[src/rtl/core/ascii_frame_receiver_checksum_macros.svh]
// ----------------------------------------------------------------------------
// Assertion macros for the ASCII frame receiver
// Clocked assertion helpers that can be compiled out with ASSERT_OFF.
// ----------------------------------------------------------------------------
`ifndef ASCII_FRAME_RECEIVER_CHECKSUM_MACROS_SVH
`define ASCII_FRAME_RECEIVER_CHECKSUM_MACROS_SVH

`ifndef ASSERT_OFF
// Implication or plain property, checked out of reset.
`define AFRC_ASSERT(label, clk, rst_n, prop, msg) \
    label: assert property (@(posedge clk) disable iff (!(rst_n)) (prop)) else $error(msg);
// Condition that must never be true, checked out of reset.
`define AFRC_ASSERT_NEVER(label, clk, rst_n, expr, msg) \
    label: assert property (@(posedge clk) disable iff (!(rst_n)) !(expr)) else $error(msg);
`else
`define AFRC_ASSERT(label, clk, rst_n, prop, msg)
`define AFRC_ASSERT_NEVER(label, clk, rst_n, expr, msg)
`endif

`endif

[src/rtl/core/afrc_pkg.sv]
// ----------------------------------------------------------------------------
// ASCII frame receiver package
// Shared constants, result type and hex digit helper.
// ----------------------------------------------------------------------------
package afrc_pkg;

    localparam int unsigned MAX_FRAME = 64;

    localparam logic [7:0] START_CHAR  = 8'h40;
    localparam logic [7:0] END_CHAR    = 8'h23;
    localparam logic [3:0] NIBBLE_MASK = 4'hF;

    localparam logic [6:0] LEN_RESET = 7'd28;
    localparam logic [6:0] LEN_MIN   = 7'd9;
    // byte_position reaches 63 at most, so the length never exceeds 64.
    localparam logic [6:0] LEN_MAX   = (MAX_FRAME > 64) ? 7'd64 : 7'(MAX_FRAME);

    localparam logic [1:0] STATUS_OK          = 2'd0;
    localparam logic [1:0] STATUS_BAD_SUM     = 2'd1;
    localparam logic [1:0] STATUS_EARLY_END   = 2'd2;
    localparam logic [1:0] STATUS_MISSING_END = 2'd3;

    typedef struct packed {
        logic [7:0] frame_byte;
        logic [5:0] byte_position;
        logic       frame_end;
        logic [1:0] frame_status;
    } result_t;

    // Upper-case ASCII hex digit of one nibble.
    function automatic logic [7:0] hex_digit(input logic [3:0] nibble);
        logic [3:0] n;
        n = nibble & NIBBLE_MASK;
        if (n < 4'd10) begin
            return 8'h30 + {4'd0, n};
        end
        return 8'h41 + {4'd0, n - 4'd10};
    endfunction

endpackage

[src/rtl/core/afrc_input_stage.sv]
// ----------------------------------------------------------------------------
// Input register
// Holds one received byte until the frame checker consumes it.
// ----------------------------------------------------------------------------
module afrc_input_stage
    import afrc_pkg::*;
(
    input  logic       aclk,
    input  logic       aresetn,
    input  logic       s_valid,
    output logic       s_ready,
    input  logic [7:0] s_rx_byte,
    input  logic       take,
    output logic       held_valid,
    output logic [7:0] held_byte
);

    logic       valid_reg;
    logic       valid_next;
    logic [7:0] byte_reg;

    // The register may refill in the same cycle it is consumed.
    assign s_ready    = !valid_reg || take;
    assign valid_next = (s_valid && s_ready) ? 1'b1 : (take ? 1'b0 : valid_reg);

    always_ff @(posedge aclk) begin
        if (!aresetn) begin
            valid_reg <= 1'b0;
        end else begin
            valid_reg <= valid_next;
        end
    end

    always_ff @(posedge aclk) begin
        if (s_valid && s_ready) begin
            byte_reg <= s_rx_byte;
        end
    end

    assign held_valid = valid_reg;
    assign held_byte  = byte_reg;

endmodule

[src/rtl/core/afrc_frame_checker.sv]
// ----------------------------------------------------------------------------
// Frame checker
// Frame state, running checksum and the per-byte decision.
// ----------------------------------------------------------------------------
`include "ascii_frame_receiver_checksum_macros.svh"

module afrc_frame_checker
    import afrc_pkg::*;
(
    input  logic       aclk,
    input  logic       aresetn,
    input  logic       cfg_valid,
    input  logic [6:0] cfg_frame_size,
    input  logic       step,
    input  logic [7:0] rx_byte,
    output logic       emit,
    output result_t    result
);

    logic [6:0] length_reg;
    logic       in_frame_reg;
    logic       in_frame_next;
    logic [5:0] position_reg;
    logic [5:0] position_next;
    logic [7:0] sum_reg;
    logic [7:0] sum_next;
    logic       high_ok_reg;
    logic       high_ok_next;
    logic       low_ok_reg;
    logic       low_ok_next;

    logic [6:0] len_eff;
    logic [5:0] pos_inc;
    logic [6:0] pos_wide;

    always_comb begin
        if (length_reg < LEN_MIN) begin
            len_eff = LEN_MIN;
        end else if (length_reg > LEN_MAX) begin
            len_eff = LEN_MAX;
        end else begin
            len_eff = length_reg;
        end
    end

    assign pos_inc  = position_reg + 6'd1;
    assign pos_wide = {1'b0, pos_inc};

    always_comb begin
        in_frame_next = in_frame_reg;
        position_next = position_reg;
        sum_next      = sum_reg;
        high_ok_next  = high_ok_reg;
        low_ok_next   = low_ok_reg;
        emit          = 1'b0;
        result        = '{frame_byte: rx_byte, byte_position: pos_inc,
                          frame_end: 1'b0, frame_status: STATUS_OK};
        if (!in_frame_reg) begin
            result.byte_position = 6'd0;
            if (rx_byte == START_CHAR) begin
                emit          = 1'b1;
                in_frame_next = 1'b1;
                position_next = 6'd0;
                sum_next      = 8'd0;
                high_ok_next  = 1'b0;
                low_ok_next   = 1'b0;
            end
        end else begin
            emit = 1'b1;
            if (pos_wide >= len_eff - 7'd1) begin
                result.frame_end = 1'b1;
                if (rx_byte != END_CHAR) begin
                    result.frame_status = STATUS_MISSING_END;
                end else if (!(high_ok_reg && low_ok_reg)) begin
                    result.frame_status = STATUS_BAD_SUM;
                end
            end else if (rx_byte == END_CHAR) begin
                result.frame_end    = 1'b1;
                result.frame_status = STATUS_EARLY_END;
            end else begin
                position_next = pos_inc;
                if (pos_wide <= len_eff - 7'd4) begin
                    sum_next = sum_reg + rx_byte;
                end
                if (pos_wide == len_eff - 7'd3) begin
                    high_ok_next = (rx_byte == hex_digit(sum_reg[7:4]));
                end
                if (pos_wide == len_eff - 7'd2) begin
                    low_ok_next = (rx_byte == hex_digit(sum_reg[3:0]));
                end
            end
            if (result.frame_end) begin
                in_frame_next = 1'b0;
                position_next = 6'd0;
                sum_next      = 8'd0;
                high_ok_next  = 1'b0;
                low_ok_next   = 1'b0;
            end
        end
    end

    always_ff @(posedge aclk) begin
        if (!aresetn) begin
            length_reg   <= LEN_RESET;
            in_frame_reg <= 1'b0;
            position_reg <= 6'd0;
            sum_reg      <= 8'd0;
            high_ok_reg  <= 1'b0;
            low_ok_reg   <= 1'b0;
        end else begin
            if (cfg_valid) begin
                length_reg <= cfg_frame_size;
            end
            if (step) begin
                in_frame_reg <= in_frame_next;
                position_reg <= position_next;
                sum_reg      <= sum_next;
                high_ok_reg  <= high_ok_next;
                low_ok_reg   <= low_ok_next;
            end
        end
    end

    `AFRC_ASSERT_NEVER(a_status_only_at_end, aclk, aresetn, emit && !result.frame_end && (result.frame_status != STATUS_OK), "status set on a byte that does not end a frame")
    `AFRC_ASSERT(a_start_at_zero, aclk, aresetn, (emit && !in_frame_reg) |-> (result.byte_position == 6'd0 && result.frame_byte == START_CHAR), "frame start not at position zero")
    `AFRC_ASSERT(a_end_goes_idle, aclk, aresetn, (step && emit && result.frame_end) |=> !in_frame_reg, "frame did not close after its last byte")
    `AFRC_ASSERT(a_idle_at_zero, aclk, aresetn, !in_frame_reg |-> (position_reg == 6'd0), "position not cleared while idle")

endmodule

[src/rtl/core/afrc_output_stage.sv]
// ----------------------------------------------------------------------------
// Result register
// Holds one result beat until the consumer takes it.
// ----------------------------------------------------------------------------
module afrc_output_stage
    import afrc_pkg::*;
(
    input  logic       aclk,
    input  logic       aresetn,
    input  logic       load,
    input  result_t    load_data,
    output logic       space,
    output logic       m_valid,
    input  logic       m_ready,
    output logic [7:0] m_frame_byte,
    output logic [5:0] m_byte_position,
    output logic       m_frame_end,
    output logic [1:0] m_frame_status
);

    logic    valid_reg;
    logic    valid_next;
    result_t data_reg;

    assign space      = !valid_reg || m_ready;
    assign valid_next = load ? 1'b1 : (m_ready ? 1'b0 : valid_reg);

    always_ff @(posedge aclk) begin
        if (!aresetn) begin
            valid_reg <= 1'b0;
        end else begin
            valid_reg <= valid_next;
        end
    end

    always_ff @(posedge aclk) begin
        if (load) begin
            data_reg <= load_data;
        end
    end

    assign m_valid         = valid_reg;
    assign m_frame_byte    = data_reg.frame_byte;
    assign m_byte_position = data_reg.byte_position;
    assign m_frame_end     = data_reg.frame_end;
    assign m_frame_status  = data_reg.frame_status;

endmodule

[src/rtl/core/ascii_frame_receiver_checksum.sv]
// ----------------------------------------------------------------------------
// ASCII frame receiver with hex checksum check
// Frames '@' ... '#' byte streams and checks a two-digit hex sum.
// ----------------------------------------------------------------------------
// The block accepts one received byte per clock while m_ready does not
// stall the result register, and produces at most one result beat per byte.
// Each byte passes an input register, combinational frame checking logic
// and a result register; the frame state is updated as the byte moves from
// the input register into the result register. A byte waits in the input
// register while the result register holds a beat that is not taken. While
// idle, bytes other than '@' are dropped without a
// result. A frame runs for the configured number of bytes (clamped to
// 9..64); its last beat carries frame_end and a status: ok, checksum
// mismatch, early end ('#' before the last position) or missing end (no '#'
// at the last position). The checksum is the mod-256 sum of positions 1 to
// length-4, sent as two upper-case hex digits at length-3 and length-2.
// The frame size register resets to 28 and should only be written while
// no beats are in flight; cfg_ready is always high.
// ----------------------------------------------------------------------------
module ascii_frame_receiver_checksum
    import afrc_pkg::*;
(
    input  logic       aclk,
    input  logic       aresetn,
    input  logic       cfg_valid,
    output logic       cfg_ready,
    input  logic [6:0] cfg_frame_size,
    input  logic       s_valid,
    output logic       s_ready,
    input  logic [7:0] s_rx_byte,
    output logic       m_valid,
    input  logic       m_ready,
    output logic [7:0] m_frame_byte,
    output logic [5:0] m_byte_position,
    output logic       m_frame_end,
    output logic [1:0] m_frame_status
);

    logic       held_valid;
    logic [7:0] held_byte;
    logic       out_space;
    logic       step;
    logic       emit;
    result_t    result;

    // The configuration register is a plain write, always accepted.
    assign cfg_ready = 1'b1;

    // A held byte is consumed whenever the result register can take a beat;
    // dropped idle bytes are consumed the same way and produce nothing.
    assign step = held_valid && out_space;

    afrc_input_stage u_input (
        .aclk       (aclk),
        .aresetn    (aresetn),
        .s_valid    (s_valid),
        .s_ready    (s_ready),
        .s_rx_byte  (s_rx_byte),
        .take       (step),
        .held_valid (held_valid),
        .held_byte  (held_byte)
    );

    afrc_frame_checker u_checker (
        .aclk           (aclk),
        .aresetn        (aresetn),
        .cfg_valid      (cfg_valid),
        .cfg_frame_size (cfg_frame_size),
        .step           (step),
        .rx_byte        (held_byte),
        .emit           (emit),
        .result         (result)
    );

    afrc_output_stage u_output (
        .aclk            (aclk),
        .aresetn         (aresetn),
        .load            (step && emit),
        .load_data       (result),
        .space           (out_space),
        .m_valid         (m_valid),
        .m_ready         (m_ready),
        .m_frame_byte    (m_frame_byte),
        .m_byte_position (m_byte_position),
        .m_frame_end     (m_frame_end),
        .m_frame_status  (m_frame_status)
    );

endmodule
[config.mk]
export PLATFORM = sky130hd
export DESIGN_NAME = ascii_frame_receiver_checksum
export DESIGN_NICKNAME = d
export VERILOG_FILES = /design/src/rtl/core/afrc_pkg.sv /design/src/rtl/core/afrc_input_stage.sv /design/src/rtl/core/afrc_frame_checker.sv /design/src/rtl/core/afrc_output_stage.sv /design/src/rtl/core/ascii_frame_receiver_checksum.sv
export VERILOG_INCLUDE_DIRS = /design/src /design/src/rtl/core
export SDC_FILE = /design/constraint.sdc
export NUM_CORES = 1
export LEC_CHECK = 0
export BUFFER_PORTS_ARGS = -buffer_cell sky130_fd_sc_hd__buf_4
export CORE_MARGIN = 1.5
export CORE_UTILIZATION = 55
export CTS_BUF_LIST = sky130_fd_sc_hd__clkbuf_4 sky130_fd_sc_hd__clkbuf_8
export DETAILED_ROUTE_END_ITERATION = 8
export GPL_TIMING_DRIVEN = 0
export PLACE_DENSITY = 0.78
export SYNTH_ARGS = -nofsm -noshare
export SYNTH_HDL_FRONTEND = slang
export SYNTH_HIERARCHICAL = 1
export SYNTH_SLANG_ARGS = --single-unit
[constraint.sdc]
create_clock -name aclk -period 3.9 [get_ports aclk]
set_input_delay 0.39 -clock aclk [delete_from_list [all_inputs] [get_ports aclk]]
set_output_delay 0.39 -clock aclk [all_outputs]
set_load 0.01 [all_outputs]
==> flow_summary.ini <==
[die]
start_util = 0.573
die_w_um = 84.8
core_area_um2 = 6420
ios = 40
die_area_um2 = 7190
die_h_um = 84.8
rows = 29

[layout]
post_route_cells_drive_above_1_share = 0.317
n_antenna_cell = 0
area_growth_pct = 26.4
final_area_um2 = 4650
fin_util = 0.724
instances_no_fill = 535
final_common_cell = buf_4
layout_common_cells = buf_4 (74), ha_1 (28), nand2_1 (27)
final_nets = 512

[sta]
fin_crit_ps = 3830
drv_slew = 0
setup_ws_ps = 69.7
holdWs_ps = 247
clock_skew_ps = 8.31
rsz0062_at_grt = yes
relSlewSlack = 0.440
tightest_slew_ps = 835
period_share = 0.982
max_freq_ghz = 0.261
final_hold_viol_count = 0
finalSetupViolations = 0
finalSetupTns_ps = 0

[grt]
grt_pass1_wl_mm = 13.5
gr-total-overflow = 0
antenna_found_initial = 0
grt_util_all_layers = 0.237
grt_pass1_vias = 2813
grt_max_degree = 19

[pwr]
p_leak_nw = 1.85
power_density_nw_per_um2 = 258
ir_worst_vdd_mv = 0.187
total_power_mw = 1.20

[synth]
synth_top_area_cell = edfxtp_1
synth-seq-cells = 51
yosys_warnings = 6
synth_top_cell_area_share = 0.204
synth_xor_area_frac = 0.0820
synth_seq_area_share = 0.346
synthAdderAreaFrac = 0.121
syn-num-nets = 444
syn_inst = 389
yosys-top-cells-area = edfxtp_1 (20%), dfxtp_1 (14%), ha_1 (12%), xnor2_1 (4.3%), nand2_1 (3.2%)
netlist_area_um2 = 3680
synth_edf_count = 25
synthArstFlopShare = 0
synthSimpleGateAreaFrac = 0.199
synthMuxAreaShare = 0.0299
synth_cell_type_count = 65
synth_top_family_by_area = simple AND/OR/NAND/NOR gates
synth_area_per_cell_um2 = 9.45
synth-compound-area-share = 0.158
synthFlopType = dfxtp_1

[min_path]
hold_class = in2reg
min_path_cells = 1

[clock_tree]
clkLatencyLatePin_ps = 310
cts_max_path_buffers = 2
path_clk_slew_ps = 100
clock-sinks = 51
cts_tree = yes
h-tree-depth = 2
clock-root-buffer = clkbuf_8
numCtsBuffers = 5

[worst_setup_path]
ff2ff_path_depth = 20
critical_path_class = reg2reg
crit_path_end_kind = flop
path_max_fanout = 6
cp-start-kind = flop
crit_arrival_ps = 4070
worstPathRequired_ps = 4140

[placement]
gp_congestion = 0.922
place_hpwl_mm = 5.95
placed_area_um2 = 4070
io_buffers = 37
dp_cells = 503
pre_cts_ws_ps = -842

[drt]
vias = 3107
drtIter0Drc = 247
drcViolationCount = 7
first_pass_iters = 7
wirelength_mm = 8.75
drtAntennaViolNets = 0
wl_per_cell_um = 16.3
post_drt_via_cell_ratio = 5.81

[run_status]
violations = DRC
outcome = finished, violations left

[flow_run]
cap_violations = 0
[repair_timing]
action                     in CTS  in global routing
pin swaps                      16                 27
setup endpoints to repair      16                 16
setup buffers                  18                 12
hold buffers                    0                  0
gates resized for setup        52                 17
[layer usage]
metal	wire, um	track usage	part of all wire	vias to the layer above
met5	0	0	0	-
met4	142	0.0581	0.016	0
met3	527	0.0383	0.060	13
met2	4140	0.393	0.47	130
met1	3930	0.324	0.45	1458
li1	-	-	-	1506
[cells by family after synthesis]
| kind of cell | Yosys count |
|---|---|
| other | 1 |
| muxes | 11 |
| DFF | 51 |
| buffers and inverters | 41 |
| and+or+nand+nor | 134 |
| xor gates and xnor gates | 32 |
| AOI/OAI and AO/OA | 84 |
| adders and majority gates | 35 |
[worst max-delay path, stage by stage, from the launching register on]
cell and delay [ps]:
dfxtp_4 390, nor2_4 170, a21oi_4 90, nor2_4 150, inv_2 80, ha_4 180, o21ai_4 190, xnor2_2 90
ha_1 290, nand2_1 60, o21ai_2 200, a21oi_2 80, nor2b_2 170, inv_2 80, ha_4 180, nand2_4 100
nor2_2 60, a311oi_4 380, nand3_4 160, or4_1 490, a31oi_1 180
[synth_stat cells (all sizes together), types with 2 or more instances]
master   instances
o21a             4
clkbuf           8
nor3             7
o21ai           15
nand2           32
mux2i           11
o211ai           3
a21boi          14
or3              7
nor2b           11
nand3b           3
dfxtp           26
or4              2
nand4            5
nor2            23
and2            12
o21bai           2
o41ai            3
a21o             3
xnor2           19
a21oi           22
nand2b          10
o22ai            4
ha              34
nor4             2
nand4b           2
a31oi            3
edfxtp          25
nand3           15
xor2            12
buf             14
a2bb2oi          2
inv             19
[layout make-up]
type	instances	area, um^2
inverter	19	71.3
clock buffer	5	68.8
buffer	16	144
multi-input combinational	297	2400
clock inverter	3	47.5
tap	77	96.3
timing repair buffer	67	523
sequential	51	1290
fill	460	1780
[worst paths after layout]
path / from / endpoint / slack (ps)
max reg2reg: u_checker/length_reg[4] / u_checker/sum_reg[7] / 70
min: s_rx_byte[6] / u_input/held_byte[6] / 250
max: u_checker/length_reg[4] / u_checker/sum_reg[7] / 70
min reg2reg: u_checker/high_ok_reg / u_checker/high_ok_reg / 470
[report_power, final]
part	internal (mW)	switching [mW]	leakage [nW]
Combinational	0.116	0.105	1.35
Sequential	0.570	0.0226	0.446
Clock	0.195	0.191	0.0587
Total	0.881	0.318	1.85
Note: power is estimated with default switching activity, not from simulation.
